File: src/design/hmmbc_pkg.sv
`default_nettype none

package hmmbc_pkg;

  // cartridge controller kinds, the unused code behaves as no controller
  typedef enum logic [1:0] {
    KindNone = 2'd0,
    KindMbc1 = 2'd1,
    KindMbc3 = 2'd2
  } kind_e;

  // address regions reported with each transaction
  typedef enum logic [3:0] {
    RegionBoot     = 4'd0,
    RegionRom0     = 4'd1,
    RegionRom1     = 4'd2,
    RegionVram     = 4'd3,
    RegionCartRam  = 4'd4,
    RegionWram     = 4'd5,
    RegionOam      = 4'd6,
    RegionUnusable = 4'd7,
    RegionIo       = 4'd8,
    RegionHighRam  = 4'd9,
    RegionSound    = 4'd10
  } region_e;

  localparam int unsigned KindWidth = 2;

  // reset values of the bank state
  localparam logic [6:0] RomBankReset = 7'd1;

  // fixed addresses and masks
  localparam logic [15:0] EchoMask      = 16'hDFFF;
  localparam logic [15:0] UnusableBase  = 16'hFEA0;
  localparam logic [15:0] SoundBase     = 16'hFF10;
  localparam logic [15:0] SoundLast     = 16'hFF3F;
  localparam logic [15:0] BootLatchAddr = 16'hFF50;
  localparam logic [15:0] LineCountAddr = 16'hFF44;
  localparam logic [4:0]  RamSelMax     = 5'h04;
  localparam logic [4:0]  ClockSelMin   = 5'h08;
  localparam logic [4:0]  ClockSelMax   = 5'h0C;

  // one bus access
  typedef struct packed {
    logic        req_type;
    logic [15:0] addr;
    logic [7:0]  wdata;
  } req_t;

  // decode result and bank state after the access
  typedef struct packed {
    logic [3:0]  region;
    logic [15:0] mapped_addr;
    logic        access_ok;
    logic [6:0]  rom_bank_now;
    logic [2:0]  ram_bank_now;
    logic        clock_selected;
    logic [2:0]  clock_reg_now;
    logic        select_error;
  } rsp_t;

endpackage

`default_nettype wire

File: src/design/handheld_memory_map_bank_controller.sv
// path from input transaction to the earliest result transaction:
// input register, then result register; decode and bank update are one shallow logic level
// throughput: one transaction per cycle unless the result register stalls
// while the result register stalls, an empty input register takes one more transaction
// reset: asynchronous active low, rom bank 1, ram bank 0, rom banking mode, clock select off,
// boot rom visible, controller kind none
`default_nettype none

module handheld_memory_map_bank_controller (
  input  wire logic                               clk_i,
  input  wire logic                               rst_ni,
  input  wire logic                               cfg_valid_i,
  output logic                                    cfg_ready_o,
  input  wire logic [hmmbc_pkg::KindWidth-1:0]    cfg_data_i,
  input  wire logic                               in_valid_i,
  output logic                                    in_ready_o,
  input  hmmbc_pkg::req_t                         in_data_i,
  output logic                                    out_valid_o,
  input  wire logic                               out_ready_i,
  output hmmbc_pkg::rsp_t                         out_data_o
);

  logic [hmmbc_pkg::KindWidth-1:0] kind_q;
  hmmbc_pkg::req_t  req_q;
  logic             req_valid_q;
  hmmbc_pkg::rsp_t  rsp_q, rsp_d;
  logic             rsp_valid_q;
  logic             advance;

  logic [6:0] rom_bank_q, rom_bank_d;
  logic [2:0] ram_bank_q, ram_bank_d;
  logic       mode_q, mode_d;
  logic       clk_acc_q, clk_acc_d;
  logic [2:0] clk_reg_q, clk_reg_d;
  logic [7:0] boot_q, boot_d;

  hmmbc_pkg::region_e region;
  logic [15:0] mapped;
  logic        ok;
  logic        err;
  logic [15:0] a;
  logic [7:0]  v;
  logic [4:0]  sel;

  // handshake, stage moves on when the result register is free or drained
  assign advance     = req_valid_q && (!rsp_valid_q || out_ready_i);
  assign in_ready_o  = !req_valid_q || advance;
  assign cfg_ready_o = 1'b1;
  assign out_valid_o = rsp_valid_q;
  assign out_data_o  = rsp_q;

  assign a   = req_q.addr;
  assign v   = req_q.wdata;
  assign sel = v[4:0];

  // address decode
  always_comb begin
    mapped = a;
    ok     = 1'b1;
    priority if (a >= hmmbc_pkg::SoundBase && a <= hmmbc_pkg::SoundLast) begin
      region = hmmbc_pkg::RegionSound;
    end else if (a < 16'h0100 && boot_q == 8'd0) begin
      region = hmmbc_pkg::RegionBoot;
    end else if (a < 16'h4000) begin
      region = hmmbc_pkg::RegionRom0;
    end else if (a < 16'h8000) begin
      region = hmmbc_pkg::RegionRom1;
      mapped = a - 16'h4000;
    end else if (a < 16'hA000) begin
      region = hmmbc_pkg::RegionVram;
    end else if (a < 16'hC000) begin
      region = hmmbc_pkg::RegionCartRam;
      mapped = a - 16'hA000;
    end else if (a < 16'hE000) begin
      region = hmmbc_pkg::RegionWram;
    end else if (a < 16'hFE00) begin
      region = hmmbc_pkg::RegionWram;
      mapped = a & hmmbc_pkg::EchoMask;
    end else if (a < hmmbc_pkg::UnusableBase) begin
      region = hmmbc_pkg::RegionOam;
    end else if (a < 16'hFF00) begin
      region = hmmbc_pkg::RegionUnusable;
      ok     = 1'b0;
    end else if (a < 16'hFF80) begin
      region = hmmbc_pkg::RegionIo;
    end else begin
      region = hmmbc_pkg::RegionHighRam;
    end
  end

  // bank control and write effects
  always_comb begin
    rom_bank_d = rom_bank_q;
    ram_bank_d = ram_bank_q;
    mode_d     = mode_q;
    clk_acc_d  = clk_acc_q;
    clk_reg_d  = clk_reg_q;
    boot_d     = boot_q;
    err        = 1'b0;
    rsp_d      = '0;
    rsp_d.access_ok = ok;
    if (req_q.req_type && region != hmmbc_pkg::RegionSound) begin
      if (!a[15]) begin
        rsp_d.access_ok = 1'b0;
        unique case (hmmbc_pkg::kind_e'(kind_q))
          hmmbc_pkg::KindMbc1: begin
            unique case (a[14:13])
              2'b01: begin
                rom_bank_d = {rom_bank_q[6:5], (sel == 5'd0) ? 5'd1 : sel};
              end
              2'b10: begin
                if (mode_q) begin
                  ram_bank_d = {1'b0, v[1:0]};
                end else begin
                  rom_bank_d = {v[1:0], rom_bank_q[4:0]};
                end
              end
              2'b11: mode_d = v[0];
              default: ;
            endcase
          end
          hmmbc_pkg::KindMbc3: begin
            unique case (a[14:13])
              2'b01: rom_bank_d = (v[6:0] == 7'd0) ? 7'd1 : v[6:0];
              2'b10: begin
                priority if (sel <= hmmbc_pkg::RamSelMax) begin
                  ram_bank_d = sel[2:0];
                  clk_acc_d  = 1'b0;
                end else if (sel >= hmmbc_pkg::ClockSelMin &&
                             sel <= hmmbc_pkg::ClockSelMax) begin
                  clk_reg_d = sel[2:0];
                  clk_acc_d = 1'b1;
                end else begin
                  err = 1'b1;
                end
              end
              default: ;
            endcase
          end
          default: ;
        endcase
      end else if (a == hmmbc_pkg::LineCountAddr) begin
        rsp_d.access_ok = 1'b0;
      end else if (a == hmmbc_pkg::BootLatchAddr) begin
        if (boot_q != 8'd0) begin
          rsp_d.access_ok = 1'b0;
        end else begin
          boot_d = v;
        end
      end
    end
    rsp_d.region         = region;
    rsp_d.mapped_addr    = mapped;
    rsp_d.rom_bank_now   = rom_bank_d;
    rsp_d.ram_bank_now   = ram_bank_d;
    rsp_d.clock_selected = clk_acc_d;
    rsp_d.clock_reg_now  = clk_reg_d;
    rsp_d.select_error   = err;
  end

  // control and bank state registers
  always_ff @(posedge clk_i or negedge rst_ni) begin
    if (!rst_ni) begin
      kind_q      <= hmmbc_pkg::KindNone;
      req_valid_q <= 1'b0;
      rsp_valid_q <= 1'b0;
      rom_bank_q  <= hmmbc_pkg::RomBankReset;
      ram_bank_q  <= 3'd0;
      mode_q      <= 1'b0;
      clk_acc_q   <= 1'b0;
      clk_reg_q   <= 3'd0;
      boot_q      <= 8'd0;
    end else begin
      if (cfg_valid_i) begin
        kind_q <= cfg_data_i;
      end
      if (in_ready_o) begin
        req_valid_q <= in_valid_i;
      end
      if (advance) begin
        rsp_valid_q <= 1'b1;
        rom_bank_q  <= rom_bank_d;
        ram_bank_q  <= ram_bank_d;
        mode_q      <= mode_d;
        clk_acc_q   <= clk_acc_d;
        clk_reg_q   <= clk_reg_d;
        boot_q      <= boot_d;
      end else if (out_ready_i) begin
        rsp_valid_q <= 1'b0;
      end
    end
  end

  // payload registers
  always_ff @(posedge clk_i) begin
    if (in_ready_o && in_valid_i) begin
      req_q <= in_data_i;
    end
    if (advance) begin
      rsp_q <= rsp_d;
    end
  end

endmodule

`default_nettype wire
File: config.mk
export PLATFORM = sky130hd
export DESIGN_NAME = handheld_memory_map_bank_controller
export DESIGN_NICKNAME = d
export VERILOG_FILES = /design/src/design/hmmbc_pkg.sv /design/src/design/handheld_memory_map_bank_controller.sv
export SDC_FILE = /design/constraint.sdc
export NUM_CORES = 1
export LEC_CHECK = 0
export BUFFER_PORTS_ARGS = -buffer_cell sky130_fd_sc_hd__buf_2
export CAP_MARGIN = 20
export CORE_MARGIN = 10
export CORE_UTILIZATION = 41
export DETAILED_ROUTE_END_ITERATION = 10
export GPL_TIMING_DRIVEN = 0
export PLACE_DENSITY = 0.69
export SLEW_MARGIN = 20
export SYNTH_ARGS = -nofsm -noshare
export SYNTH_HDL_FRONTEND = slang
export SYNTH_SLANG_ARGS = --single-unit
File: constraint.sdc
create_clock -name clk_i -period 2.68 [get_ports clk_i]
set_clock_uncertainty 0.15 [all_clocks]
set_input_delay 0.268 -clock clk_i [delete_from_list [all_inputs] [get_ports clk_i]]
set_output_delay 0.268 -clock clk_i [all_outputs]
set_load 0.01 [all_outputs]
# After elaboration in Yosys (flattened, before gate mapping)
# Cells that the tools add are included.
[op_classes]
addsub = 2
order_cmp = 15
eq_ne = 8
n_mux = 64
bitwise = 6
reduce_logical = 18
[ops]
columns = ["operator", "count"]
rows = [
  ["less-than comparator 16 bit (second input constant)", 8],
  ["two-way mux 16 bit", 6],
  ["two-way mux 4 bit", 10],
  ["two-way mux 3 bit", 12],
  ["two-way mux 7 bit", 5],
  ["equality test 16 bit (second input constant)", 2],
  ["two-way mux 14 bit", 2],
  ["case mux 7 bit (2 select lines)", 2],
  ["two-way mux 1 bit", 25],
  ["greater-or-equal comparator 16 bit (second input constant)", 1],
  ["<= comparator 16 bit (second input constant)", 1],
  ["less-than comparator 16 x 15 -> 1 bit (second input constant)", 1],
  ["less-than comparator 16 x 9 -> 1 bit (second input constant)", 1],
  ["subtractor 16 x 15 -> 16 bit (second input constant)", 1],
  ["subtractor 16 bit (second input constant)", 1],
  ["logical NOT 8 bit", 1],
  ["nonzero test 8 bit", 1],
  ["logical NOT 7 bit", 1],
  ["equality test 2 bit (second input constant)", 3],
  ["logical AND 1 bit", 6],
  ["inverter 1 bit", 6],
  ["case mux 3 bit (2 select lines)", 1],
  ["AND reduction 6 bit", 1],
  ["greater-or-equal comparator 5 x 4 -> 1 bit (second input constant)", 1],
  ["other kinds (11)", 14],
]
[totals]
register_bits = 88
output_inout_bits = 39

# Logic depth before layout (Yosys ltp)
[logic_depth]
ltp_word = 16
mapped_depth = 8

# Worst setup path before layout
# No wires, ideal clock.
[synth_path]
kind = "register -> register"
start = "register rsp_valid_q (netlist: out_valid_o)"
end = "register rom_bank_q[2]"
setup_ns = 0.066
arrival_ns = 2.184
path_slack_ns = 0.280
stages_incl_launch_ff = 7
path_buffers = 0
cell_sequence = "dfrtp_1 nand2b_1 nand2_1 inv_1 nand2_1 nor2_1 a22o_1"
[synth_between]
elab_chain_cells = 3
[synth_rtl]
columns = ["item", "line_no", "source"]
rows = [
  ["start, declared", "handheld_memory_map_bank_controller.sv:27", "logic rsp_valid_q;"],
  ["start signal, assigned", "handheld_memory_map_bank_controller.sv:166", "rsp_valid_q <= 1'b0;"],
  ["start signal, assigned", "handheld_memory_map_bank_controller.sv:181", "rsp_valid_q <= 1'b1;"],
  ["start signal, assigned", "handheld_memory_map_bank_controller.sv:189", "rsp_valid_q <= 1'b0;"],
  ["logical NOT 1 bit", "handheld_memory_map_bank_controller.sv:46", "assign advance = req_valid_q && (!rsp_valid_q || out_ready_i);"],
  ["logical OR 1 bit", "handheld_memory_map_bank_controller.sv:46", ""],
  ["logical AND 1 bit", "handheld_memory_map_bank_controller.sv:46", ""],
  ["net advance", "handheld_memory_map_bank_controller.sv:28", "logic advance;"],
  ["end signal, assigned", "handheld_memory_map_bank_controller.sv:167", "rom_bank_q <= hmmbc_pkg::RomBankReset;"],
  ["end signal, assigned", "handheld_memory_map_bank_controller.sv:182", "rom_bank_q <= rom_bank_d;"],
  ["end, declared", "handheld_memory_map_bank_controller.sv:30", "logic [6:0] rom_bank_q, rom_bank_d;"],
]
# The timed path passes the listed nets, and every way through them passes these cells.
# A chain may end at the register's enable or synchronous reset.

# Worst setup path in the final report
[layout_path]
start = "register req_q (netlist bit a[13])"
end = "register rsp_q (netlist bit out_data_o[7]) (data pin)"
[layout_between]
elab_chain_cells = 15
[layout_rtl]
columns = ["item", "line_no", "source"]
rows = [
  ["start, declared", "handheld_memory_map_bank_controller.sv:24", "hmmbc_pkg::req_t req_q;"],
  ["start signal, assigned", "handheld_memory_map_bank_controller.sv:197", "req_q <= in_data_i;"],
  ["less-than comparator 16 bit", "handheld_memory_map_bank_controller.sv:84", "end else if (a < 16'hFF80) begin"],
  ["two-way mux 1 bit", "handheld_memory_map_bank_controller.sv:84", ""],
  ["two-way mux 4 bit", "handheld_memory_map_bank_controller.sv:81", "end else if (a < 16'hFF00) begin"],
  ["two-way mux 4 bit", "handheld_memory_map_bank_controller.sv:79", "end else if (a < hmmbc_pkg::UnusableBase) begin"],
  ["two-way mux 4 bit", "handheld_memory_map_bank_controller.sv:76", "end else if (a < 16'hFE00) begin"],
  ["two-way mux 4 bit", "handheld_memory_map_bank_controller.sv:74", "end else if (a < 16'hE000) begin"],
  ["two-way mux 4 bit", "handheld_memory_map_bank_controller.sv:71", "end else if (a < 16'hC000) begin"],
  ["two-way mux 4 bit", "handheld_memory_map_bank_controller.sv:69", "end else if (a < 16'hA000) begin"],
  ["two-way mux 4 bit", "handheld_memory_map_bank_controller.sv:66", "end else if (a < 16'h8000) begin"],
  ["two-way mux 4 bit", "handheld_memory_map_bank_controller.sv:64", "end else if (a < 16'h4000) begin"],
  ["two-way mux 4 bit", "handheld_memory_map_bank_controller.sv:62", "end else if (a < 16'h0100 && boot_q == 8'd0) begin"],
  ["two-way mux 4 bit", "handheld_memory_map_bank_controller.sv:60", "priority if (a >= hmmbc_pkg::SoundBase && a <= hmmbc_pkg::SoundLast) begin"],
  ["!= test 4 bit", "handheld_memory_map_bank_controller.sv:102", "if (req_q.req_type && region != hmmbc_pkg::RegionSound) begin"],
  ["logical AND 1 bit", "handheld_memory_map_bank_controller.sv:102", ""],
  ["two-way mux 3 bit *", "handheld_memory_map_bank_controller.sv:102", ""],
  ["net ram_bank_d[2]", "handheld_memory_map_bank_controller.sv:31", "logic [2:0] ram_bank_q, ram_bank_d;"],
  ["end signal, assigned", "handheld_memory_map_bank_controller.sv:200", "rsp_q <= rsp_d;"],
  ["end, declared", "handheld_memory_map_bank_controller.sv:26", "hmmbc_pkg::rsp_t rsp_q, rsp_d;"],
]
# Mark *: on every way through the listed nets, which the timed path passes. The rest lies on a longest branch.

==> results_dict.tcl <==
set metrics [dict create \
    setup-tns-final_ps 0 \
    ir_worst_vdd_uv 337.7 \
    slew_viol_final 0 \
    postCtsSetupRepairBufs 0 \
    cts_tree "built" \
    antenna_found_initial 0 \
    synth_cells 260 \
    cp-start-kind "flop" \
    synth.area.top_cells "edfxtp_1 50%, dfrtp_1 18%, a22o_1 2.9%, nand2_1 2.7%, ha_1 2.1%" \
    grt_pass1_vias 2588 \
    final_cell_mix "71 x buf_2, 61 x edfxtp_1, 32 x dlygate4sd3_1" \
    endpoint_kind "flop" \
    numCtsBuffers 9 \
    cp.required_ps 2640 \
    grt_overflow 0 \
    diodes 0 \
    htree_num_levels 3 \
    layout_commonest_cell "buf_2" \
    design_area_um2 4651 \
    routedWlPerCell_um 16.40 \
    use_met3_pct 3.564 \
    cts.sinks 88 \
    grt_max_degree 38 \
    tightest_slew_ps 610.6 \
    dieArea_um2 13110 \
    outcome "complete, no violations" \
    fmax_mhz 409.1 \
    ys_warn_count 0 \
    synth_area_um2 3660 \
    rows 34 \
    rsz0062_at_grt "false" \
    synth_top_area_share_pct 50.05 \
    hold_viol 0 \
    grtUsageTotal_pct 12.61 \
    power_uw 2809 \
    worst-path-max-fanout 9 \
    busiest_layer "met2" \
    period_share_pct 91.20 \
    synth_largest_area_cell "edfxtp_1" \
    syn_to_final_growth_pct 27.08 \
    layout-drive-gt1-share_pct 27.59 \
    nets 410 \
    critical-path-max-stage-delay_ps 550 \
    root_buffer "clkbuf_8" \
    synth_fp_nets 298 \
    grt_pass1_wl_mm 12.97 \
    max-clock-path-buffers 2 \
    wl_mm 7.952 \
    routed_via_density 5.146 \
    synth-seq-area-share_pct 68.55 \
    drt_pass1_iterations 5 \
    cellLeakagePower_uw 0.001959 \
    core_area_um2 8721 \
    setup_viol 0 \
    crit_chain "inv_1 > ha_1 > or4b_1 > mux2i_1 > nor2b_1 > a22o_1" \
    maxSlewHeadroom_pct 58.72 \
    die_y_um 114.5 \
    drc 0 \
    period_minus_slack_ps 2444 \
    hold_path.class "input pin to flop" \
    cp_slowest_cell "edfxtp_1" \
    place_area_um2 4140 \
    crit_arrival_ps 2400 \
    seqCellArea_um2 2509 \
    multi_input_area_um2 1085 \
    port_buffers 69 \
    clk_latency_ps 360 \
    ys.flop_type "edfxtp_1" \
    ant_nets 0 \
    ys_ff_latch 88 \
    drt-initial-drc-count 113 \
    ios 71 \
    vias 2496 \
    synth-edff-count 61 \
    dpl.hpwl_mm 5.539 \
    place_inst 437 \
    path_clk_slew_ps 80 \
    p_per_area_nw_per_um2 603.9 \
    finalWeightedCongestion 0.8073 \
    worstSetupPathType "flop to flop" \
    syn_area_per_cell_um2 14.08 \
    async_reset_ff_share_pct 30.68 \
    initial_core_util_pct 41.97 \
    die_x_um 114.5 \
    synth_cell_types 52 \
    use_met2_pct 20.12 \
    fillers 734 \
    final_cells 485 \
    met1_usage_pct 15.29 \
    maxCapViolations 0 \
]
timing repair:
item,4_1_cts,5_1_grt
hold endpoints to repair,54,0
hold buffers,32,0
endpoints found under the setup margin,0,7
resized for setup,0,3
final cells by class:
| cell class | count | area share [%] |
|---|---|---|
| flip-flops and latches | 88 | 53.94 |
| multi-input cells | 154 | 23.33 |
| repair buffers | 101 | 14.31 |
| clock buffers | 12 | 2.906 |
| well taps | 108 | 2.906 |
| inverters | 12 | 1.022 |
| clock inverters | 4 | 0.9685 |
| plain buffers | 6 | 0.6188 |
routing by layer:
metal  wire [um]  vias to the layer above
li1            -                     1212
met1        3459                     1208
met2        4002                       67
met3         345                        9
met4         145                        0
met5           0                        -
Yosys cell counts (all sizes together), types with 3 or more instances:
cell and n:
edfxtp 61, nand2 27, dfrtp 26, a22o 12
inv 12, nor2 12, o21ai 12, a21o 9
mux2 7, nor4 7, a21oi 6, ha 6
nand2b 6, o2bb2ai 5, nand3 4, nand3b 4
nand4 4, nor3 4, a31oi 3, buf 3
clkbuf 3
sequential cells by signal, indices dropped and copies added, names as in the netlist, 2 cells and up:
name,flops
a,16
boot_q,8
clk_reg_q,3
kind_q,2
out_data_o,36
ram_bank_q,3
rom_bank_q,7
v,8
power by group:
part	total, uW	internal, uW	switching (uW)
sequential	1630	1570	57.9
clock	869	428	442
combinational	314	137	176
total	2810	2130	676
critical path: cells and delay by family, from the launching register on:
kind                     cells  cell delay (ps)
flip-flops                   1              550
AND/OR/NAND/NOR              2              620
adder cells (fa/ha/maj)      1              310
multiplexers                 1              180
AO/OA/AOI/OAI                1              190
buffers and inverters        1              210
path summary, 6_finish.rpt:
| path | cells past startpoint | end | slack [ps] | from |
|---|---|---|---|---|
| max | 6 | out_data_o[7] | 240 | a[13] |
| min | 3 | out_valid_o | 50 | out_ready_i |
| max reg2reg | 6 | out_data_o[7] | 240 | a[13] |
| min reg2reg | 1 | boot_q[7] | 310 | v[7] |
| max in group asynchronous | 2 | boot_q[7] | 1680 | rst_ni |
| min in group asynchronous | 2 | ram_bank_q[1] | 290 | rst_ni |
stage by stage:
step                      hold slack [ps]  utilization (%)  setup slack [ps]
after global routing                74.30            53.33             139.8
after detailed placement            167.2            47.47             142.1
after global placement              152.3            47.47            -415.4
after CTS                           31.64            53.21             125.4
after floorplan                    -177.6                -             280.2
final                               48.06            53.33             235.7
cells by family after synthesis:
family | share of synthesized area [%]
compound gates | 11.45
fa+ha+maj | 2.051
buf+inv | 2.017
flops | 68.55
mux | 2.427
other cells | 0.1025
simple gates | 13.40
Note: power is estimated with default switching activity, not from simulation.
